[src/sv/hoc_pkg.sv]
`default_nettype none

package hoc_pkg;

   localparam int WORD_W          = 63;
   localparam int SYN_W           = 6;
   localparam int R_W             = 3;
   localparam int MIN_PARITY_BITS = 2;
   localparam int MAX_PARITY_BITS = 6;
   localparam int CSR_ADDR_W      = 3;
   localparam int CSR_DATA_W      = 32;

   // register index taken from the word address
   localparam logic REG_PARITY_BITS = 1'b0;
   localparam logic [R_W-1:0] PARITY_BITS_RESET = R_W'(3);

   typedef enum logic {
      CMD_ENCODE = 1'b0,
      CMD_DECODE = 1'b1
   } cmd_type;

   // after the front stage: codeword body (parity slots empty on encode)
   typedef struct packed {
      cmd_type           cmd;
      logic [R_W-1:0]    r;
      logic [WORD_W-1:0] body;
   } front_type;

   // after the check stage: per-group result, 1 = group holds an even count
   typedef struct packed {
      cmd_type           cmd;
      logic [SYN_W-1:0]  fails;
      logic [WORD_W-1:0] body;
   } check_type;

   // data bit i goes to the i-th position that is not a power of two
   function automatic logic [WORD_W-1:0] scatter_data(input logic [WORD_W-1:0] data);
      logic [WORD_W-1:0] code;
      int di;
      code = '0;
      di   = 0;
      for (int p = 1; p <= WORD_W; p++) begin
         if ((p & (p - 1)) != 0) begin
            code[p-1] = data[di];
            di++;
         end
      end
      return code;
   endfunction

   function automatic logic [WORD_W-1:0] gather_data(input logic [WORD_W-1:0] code);
      logic [WORD_W-1:0] data;
      int di;
      data = '0;
      di   = 0;
      for (int p = 1; p <= WORD_W; p++) begin
         if ((p & (p - 1)) != 0) begin
            data[di] = code[p-1];
            di++;
         end
      end
      return data;
   endfunction

   // positions 1 .. 2^r-1
   function automatic logic [WORD_W-1:0] len_mask(input logic [R_W-1:0] r);
      logic [WORD_W-1:0] m;
      for (int p = 0; p < WORD_W; p++) begin
         m[p] = ((p + 1) < (1 << r));
      end
      return m;
   endfunction

   // positions with bit k set
   function automatic logic [WORD_W-1:0] group_mask(input int k);
      logic [WORD_W-1:0] m;
      for (int p = 0; p < WORD_W; p++) begin
         m[p] = (((p + 1) >> k) & 1) != 0;
      end
      return m;
   endfunction

endpackage

`default_nettype wire

[src/sv/hoc_front.sv]
`default_nettype none

module hoc_front (
   input  wire logic                       clock,
   input  wire logic                       reset,
   input  wire logic                       in_valid,
   output logic                            in_ready,
   input  wire logic                       in_cmd,
   input  wire logic [hoc_pkg::WORD_W-1:0] in_word,
   input  wire logic [hoc_pkg::R_W-1:0]    r_raw,
   output logic                            out_valid,
   input  wire logic                       out_ready,
   output hoc_pkg::front_type              out_item
);
   import hoc_pkg::*;

   logic              valid_ff;
   front_type         item_ff;
   front_type         item_in;
   logic [R_W-1:0]    r_eff;
   logic [WORD_W-1:0] nmask;

   always_comb begin
      if (r_raw < R_W'(MIN_PARITY_BITS)) begin
         r_eff = R_W'(MIN_PARITY_BITS);
      end else if (r_raw > R_W'(MAX_PARITY_BITS)) begin
         r_eff = R_W'(MAX_PARITY_BITS);
      end else begin
         r_eff = r_raw;
      end
      nmask        = len_mask(r_eff);
      item_in.cmd  = cmd_type'(in_cmd);
      item_in.r    = r_eff;
      if (cmd_type'(in_cmd) == CMD_ENCODE) begin
         item_in.body = scatter_data(in_word) & nmask;
      end else begin
         item_in.body = in_word & nmask;
      end
   end

   assign in_ready  = !valid_ff || out_ready;
   assign out_valid = valid_ff;
   assign out_item  = item_ff;

   always_ff @(posedge clock) begin
      if (reset) begin
         valid_ff <= 1'b0;
      end else if (in_ready) begin
         valid_ff <= in_valid;
      end
      if (in_ready && in_valid) begin
         item_ff <= item_in;
      end
   end

endmodule

`default_nettype wire

[src/sv/hoc_check.sv]
`default_nettype none

module hoc_check (
   input  wire logic               clock,
   input  wire logic               reset,
   input  wire logic               in_valid,
   output logic                    in_ready,
   input  wire hoc_pkg::front_type in_item,
   output logic                    out_valid,
   input  wire logic               out_ready,
   output hoc_pkg::check_type      out_item
);
   import hoc_pkg::*;

   logic      valid_ff;
   check_type item_ff;
   check_type item_in;

   // a group with an even count fails its odd-parity check
   always_comb begin
      item_in.cmd  = in_item.cmd;
      item_in.body = in_item.body;
      for (int k = 0; k < SYN_W; k++) begin
         item_in.fails[k] = !(^(in_item.body & group_mask(k)))
                            && (R_W'(k) < in_item.r);
      end
   end

   assign in_ready  = !valid_ff || out_ready;
   assign out_valid = valid_ff;
   assign out_item  = item_ff;

   always_ff @(posedge clock) begin
      if (reset) begin
         valid_ff <= 1'b0;
      end else if (in_ready) begin
         valid_ff <= in_valid;
      end
      if (in_ready && in_valid) begin
         item_ff <= item_in;
      end
   end

endmodule

`default_nettype wire

[src/sv/hoc_back.sv]
`default_nettype none

module hoc_back (
   input  wire logic                        clock,
   input  wire logic                        reset,
   input  wire logic                        in_valid,
   output logic                             in_ready,
   input  wire hoc_pkg::check_type          in_item,
   output logic                             out_valid,
   input  wire logic                        out_ready,
   output logic [hoc_pkg::WORD_W-1:0]       out_word,
   output logic                             out_failed,
   output logic [hoc_pkg::SYN_W-1:0]        out_syndrome
);
   import hoc_pkg::*;

   logic              valid_ff;
   logic [WORD_W-1:0] word_ff;
   logic [WORD_W-1:0] word_in;
   logic              failed_ff;
   logic              failed_in;
   logic [SYN_W-1:0]  syn_ff;
   logic [SYN_W-1:0]  syn_in;
   logic [WORD_W-1:0] par_bits;

   always_comb begin
      par_bits = '0;
      for (int k = 0; k < SYN_W; k++) begin
         par_bits[(1 << k) - 1] = in_item.fails[k];
      end
      word_in   = '0;
      failed_in = 1'b0;
      syn_in    = '0;
      case (in_item.cmd)
         CMD_ENCODE: begin
            word_in = in_item.body | par_bits;
         end
         CMD_DECODE: begin
            if (in_item.fails != '0) begin
               failed_in = 1'b1;
               syn_in    = in_item.fails;
            end else begin
               word_in = gather_data(in_item.body);
            end
         end
         default: begin
            word_in = '0;
         end
      endcase
   end

   assign in_ready     = !valid_ff || out_ready;
   assign out_valid    = valid_ff;
   assign out_word     = word_ff;
   assign out_failed   = failed_ff;
   assign out_syndrome = syn_ff;

   always_ff @(posedge clock) begin
      if (reset) begin
         valid_ff <= 1'b0;
      end else if (in_ready) begin
         valid_ff <= in_valid;
      end
      if (in_ready && in_valid) begin
         word_ff   <= word_in;
         failed_ff <= failed_in;
         syn_ff    <= syn_in;
      end
   end

endmodule

`default_nettype wire

[src/sv/hamming_odd_parity_codec.sv]
// Odd-parity Hamming codec, full-length code, detect only. parity_bits (r,
// clamped to 2..6) sets a codeword of 2^r-1 bits with 2^r-1-r data bits;
// codeword bit 0 is position 1. cmd 0 encodes right-aligned data, cmd 1
// checks a codeword and returns the packed data, or zero with check_failed
// and the syndrome (failing position) when any check fails. Takes one word
// per clock unless back-pressure stalls it; three register stages: data
// scatter and length masking, the six group-parity XOR trees, and codeword
// or data assembly into the output register. Every stage carries its own
// valid and stalls only when full and blocked downstream, so back-pressure
// on rsp_ loses no transfer. Write parity_bits only when the pipe is empty.
`default_nettype none

module hamming_odd_parity_codec (
   input  wire logic                           clock,
   input  wire logic                           reset,
   // request channel
   input  wire logic                           req_valid,
   output logic                                req_ready,
   input  wire logic                           req_cmd,
   input  wire logic [hoc_pkg::WORD_W-1:0]     req_word_in,
   // response channel
   output logic                                rsp_valid,
   input  wire logic                           rsp_ready,
   output logic [hoc_pkg::WORD_W-1:0]          rsp_word_out,
   output logic                                rsp_check_failed,
   output logic [hoc_pkg::SYN_W-1:0]           rsp_syndrome,
   // register port
   input  wire logic                           psel,
   input  wire logic                           penable,
   input  wire logic                           pwrite,
   input  wire logic [hoc_pkg::CSR_ADDR_W-1:0] paddr,
   input  wire logic [hoc_pkg::CSR_DATA_W-1:0] pwdata,
   output logic [hoc_pkg::CSR_DATA_W-1:0]      prdata,
   output logic                                pready
);
   import hoc_pkg::*;

   logic [R_W-1:0] parity_bits_ff;
   logic           csr_hit;

   logic      front_valid;
   logic      front_ready;
   front_type front_item;
   logic      check_valid;
   logic      check_ready;
   check_type check_item;

   // word address bit selects the register; byte offset bits are ignored
   assign csr_hit = (paddr[CSR_ADDR_W-1] == REG_PARITY_BITS);
   assign pready  = 1'b1;

   always_comb begin
      prdata = '0;
      if (csr_hit) begin
         prdata = CSR_DATA_W'(parity_bits_ff);
      end
   end

   // raw count is stored; clamping happens per transfer in the front stage
   always_ff @(posedge clock) begin
      if (reset) begin
         parity_bits_ff <= PARITY_BITS_RESET;
      end else if (psel && penable && pwrite && pready && csr_hit) begin
         parity_bits_ff <= pwdata[R_W-1:0];
      end
   end

   hoc_front u_front (
      .clock     (clock),
      .reset     (reset),
      .in_valid  (req_valid),
      .in_ready  (req_ready),
      .in_cmd    (req_cmd),
      .in_word   (req_word_in),
      .r_raw     (parity_bits_ff),
      .out_valid (front_valid),
      .out_ready (front_ready),
      .out_item  (front_item)
   );

   hoc_check u_check (
      .clock     (clock),
      .reset     (reset),
      .in_valid  (front_valid),
      .in_ready  (front_ready),
      .in_item   (front_item),
      .out_valid (check_valid),
      .out_ready (check_ready),
      .out_item  (check_item)
   );

   hoc_back u_back (
      .clock        (clock),
      .reset        (reset),
      .in_valid     (check_valid),
      .in_ready     (check_ready),
      .in_item      (check_item),
      .out_valid    (rsp_valid),
      .out_ready    (rsp_ready),
      .out_word     (rsp_word_out),
      .out_failed   (rsp_check_failed),
      .out_syndrome (rsp_syndrome)
   );

endmodule

`default_nettype wire

[config.mk]
export PLATFORM = sky130hd
export DESIGN_NAME = hamming_odd_parity_codec
export DESIGN_NICKNAME = d
export VERILOG_FILES = /design/src/sv/hoc_pkg.sv /design/src/sv/hoc_front.sv /design/src/sv/hoc_check.sv /design/src/sv/hoc_back.sv /design/src/sv/hamming_odd_parity_codec.sv
export SDC_FILE = /design/constraint.sdc
export NUM_CORES = 1
export LEC_CHECK = 0
export BUFFER_PORTS_ARGS = -buffer_cell sky130_fd_sc_hd__buf_2
export CORE_MARGIN = 2
export CORE_UTILIZATION = 55
export CTS_CLUSTER_DIAMETER = 200
export DETAILED_ROUTE_END_ITERATION = 7
export GPL_ROUTABILITY_DRIVEN = 0
export GPL_TIMING_DRIVEN = 1
export PLACE_DENSITY = 0.8
export SYNTH_ARGS = -nofsm -noshare
export SYNTH_HDL_FRONTEND = slang
export SYNTH_HIERARCHICAL = 1
export SYNTH_SLANG_ARGS = --single-unit
[constraint.sdc]
create_clock -name clock -period 3.1 [get_ports clock]
set_input_delay 0.31 -clock clock [delete_from_list [all_inputs] [get_ports clock]]
set_output_delay 0.31 -clock clock [all_outputs]
set_load 0.05 [all_outputs]
==> metrics.cfg <==
[clock_network]
h-tree-depth=1
cts_tree=done
path_clk_slew_ns=0.06
hold_buffers=0
post_cts_buffers=0
clockBufferDepth=3
cts_sinks=213
numCtsBuffers=21
cts_resized=0
insertion_delay_ns=0.49
cts_root_buffer=clkbuf_16

[layout]
nFillCells=1328
final_nets=961
finalInstanceArea_sq_um=11600
multi_input_area_sq_um=3350
fin_util=0.643
drive_above_1_share=0.255
regArea_sq_um=6340
area.growth.synth_to_final_pct=14.1
antenna_cells=0

[yosys]
ys_types=40
synth_top_family_by_area=XOR/XNOR gates
postSynthCellCount=716
yosysTopAreaCellShare=0.612
ys_top_cells_by_area=edfxtp_1, xnor2_1, mux2i_1
synth_compound_area_frac=0.0748
synth_area_leader_cell=edfxtp_1
synthArstFlopShare=0
syn_avg_cell_area_sq_um=14.2
synth_mux_area_frac=0.0596
synth_warnings=6
synth-simple-area-share=0.0794
synth_xor_area_frac=0.104
synth_fa_ha_area_frac=0
yosys_register_bits=213
synth_area_sq_um=10200
synth_edf_count=207
seq_area_frac_synth=0.624
synth_flop_cell=edfxtp_1

[drt]
via_count=5766
wl_microns=19500
dr.pass1.iters=5
wl_per_cell_microns=17.8
vias_per_cell=5.26
drtIter0Drc=484
drcViolationCount=0
antenna_left=0

[placed_design]
hpwl_microns=14400
port_buffers=149
place_ws_ns=0.745
placed_cell_area_sq_um=10900

[die]
die_area_sq_um=19600
rows=49
chipHeight_microns=140
die_x_microns=140
pin_count=211
core-area_sq_um=18000
start_util=0.563

[critical_path]
worstPathCellList=or4_2 -> buf_4 -> o32ai_1
end_kind=register
cp-start-kind=register
path_class=reg2reg
cp.required_ns=3.31
r2r_cells=3
cp.arrival_ns=2.59
slowest_delay_ns=0.69
cp_max_fo=50
slowest_stage=or4_2

[timing]
fin_crit_ns=2.38
setup_tns_ns=0
final.period_utilization=0.768
rsz0062_at_grt=false
slew_viol_final=0
setup_viol=0
max_freq_ghz=0.420
fin_skew_ns=0.00827
relSlewSlack=0.347
tightestPinTransition_ns=0.977
fin_ws_ns=0.720
hold_viol=0

[grt]
track_usage=0.197
antenna_found_initial=0
grt_pass1_wl_microns=30000
grt_pass1_vias=5632
grt_overflow_total=0
grt_max_degree=107

[pwr]
pwr-share-clk=0.341
power_frac_comb=0.173
switchingPower_uw=1850
sw_frac_of_total=0.261
ir_worst_vdd_mv=0.728
p_per_area_nw_per_um2=610
leakagePower_uw=0.00454
seq_power_share=0.486
p_int_uw=5220

[min_path]
worstHoldPathType=in2reg
hold_path_depth=3

[flow_run]
drv_cap=0

[run_status]
status=complete, no violations

## area by class of cell
class                      instances  share of cell area
sequential                       213               0.547
multi-input combinational        433               0.289
timing repair buffer             158              0.0737
clock buffer                      23              0.0460
tap                              229              0.0247
clock inverter                    13              0.0105
inverter                          28             0.00907
## cell usage after synthesis (all sizes together), types with 15 or more instances
cell type / number
nor2b: 20
edfxtp: 207
nand2: 32
nand2b: 27
buf: 55
mux2i: 59
nor2: 64
xnor2: 92
o32ai: 27
clkbuf: 15
o41ai: 21
inv: 28
## metal layers
metal / share of wire / wire length [microns] / global-route usage / up-vias
li1: - / - / - / 2795
met1: 0.44 / 8640 / 0.287 / 2715
met2: 0.46 / 8990 / 0.311 / 220
met3: 0.071 / 1390 / 0.0255 / 36
met4: 0.026 / 514 / 0.0658 / 0
met5: 0 / 0 / 0 / -
## metrics by stage
stage,hold slack [ns],std cells,power (uW)
after global placement,0.403,1061,4690
final,0.0637,1097,7070
after detailed placement,0.409,1061,4720
after global routing,0.0746,1097,7310
after CTS,0.0405,1097,7120
after floorplan,0.379,744,4480
## flip-flops by register name, summed over array words and instances, names as in the netlist
name / cells
u_front/out_valid: 1
u_front/out_item: 67
u_back/out_failed: 1
parity_bits_ff: 3
u_check/out_item: 70
u_back/out_word: 63
u_back/out_syndrome: 6
u_back/out_valid: 1
u_check/out_valid: 1
## critical path: cells and delay by family, from the launching register on
family	cells	cell delay, ns
AO/OA/AOI/OAI	1	0.60
buffers and inverters	1	0.34
flip-flops	1	0.46
AND/OR/NAND/NOR	1	0.69
## kinds of logic after synthesis
family	after synthesis
flip-flops	213
AND/OR/NAND/NOR	165
XOR/XNOR	108
buffers and inverters	98
AO/OA/AOI/OAI	70
multiplexers	60
other	2
## placed cells by master (no fill, tap or decap), drive strengths merged, types with 2 or more instances in the layout
master	netlist	routed
a21oi	6	6
a41o	7	7
and2	12	12
and2b	3	3
buf	55	158
bufinv	0	2
clkbuf	15	23
clkinv	0	10
conb	2	30
dfxtp	6	6
edfxtp	207	207
inv	28	28
mux2i	59	59
nand2	32	32
nand2b	27	27
nor2	64	64
nor2b	20	20
o21ai	2	2
o21bai	3	3
o31ai	2	2
o32ai	27	27
o41ai	21	21
xnor2	92	92
xnor3	6	6
xor2	10	10
## power by group through the flow
stage          Combinational, uW  Sequential (uW)  Clock [uW]
2_1_floorplan                918             3560           0
3_3_place_gp                1200             3490           0
3_5_place_dp                1220             3490           0
4_1_cts                     1230             3430        2450
5_1_grt                     1310             3450        2550
6_report                    1230             3430        2410
## path summary, 6_finish.rpt
check	from	endpoint	slack, ns
worst max-delay path	u_check/out_item[68]$_DFFE_PP_	u_back/out_word[31]$_DFFE_PP_	0.72
worst min-delay path	req_valid	u_front/out_valid$_SDFFE_PP0N_	0.06
worst max register to register	u_check/out_item[68]$_DFFE_PP_	u_back/out_word[31]$_DFFE_PP_	0.72
worst min register to register	u_front/out_item[66]$_DFFE_PP_	u_check/out_item[69]$_DFFE_PP_	0.42
Power figures use the tool's default switching activity.
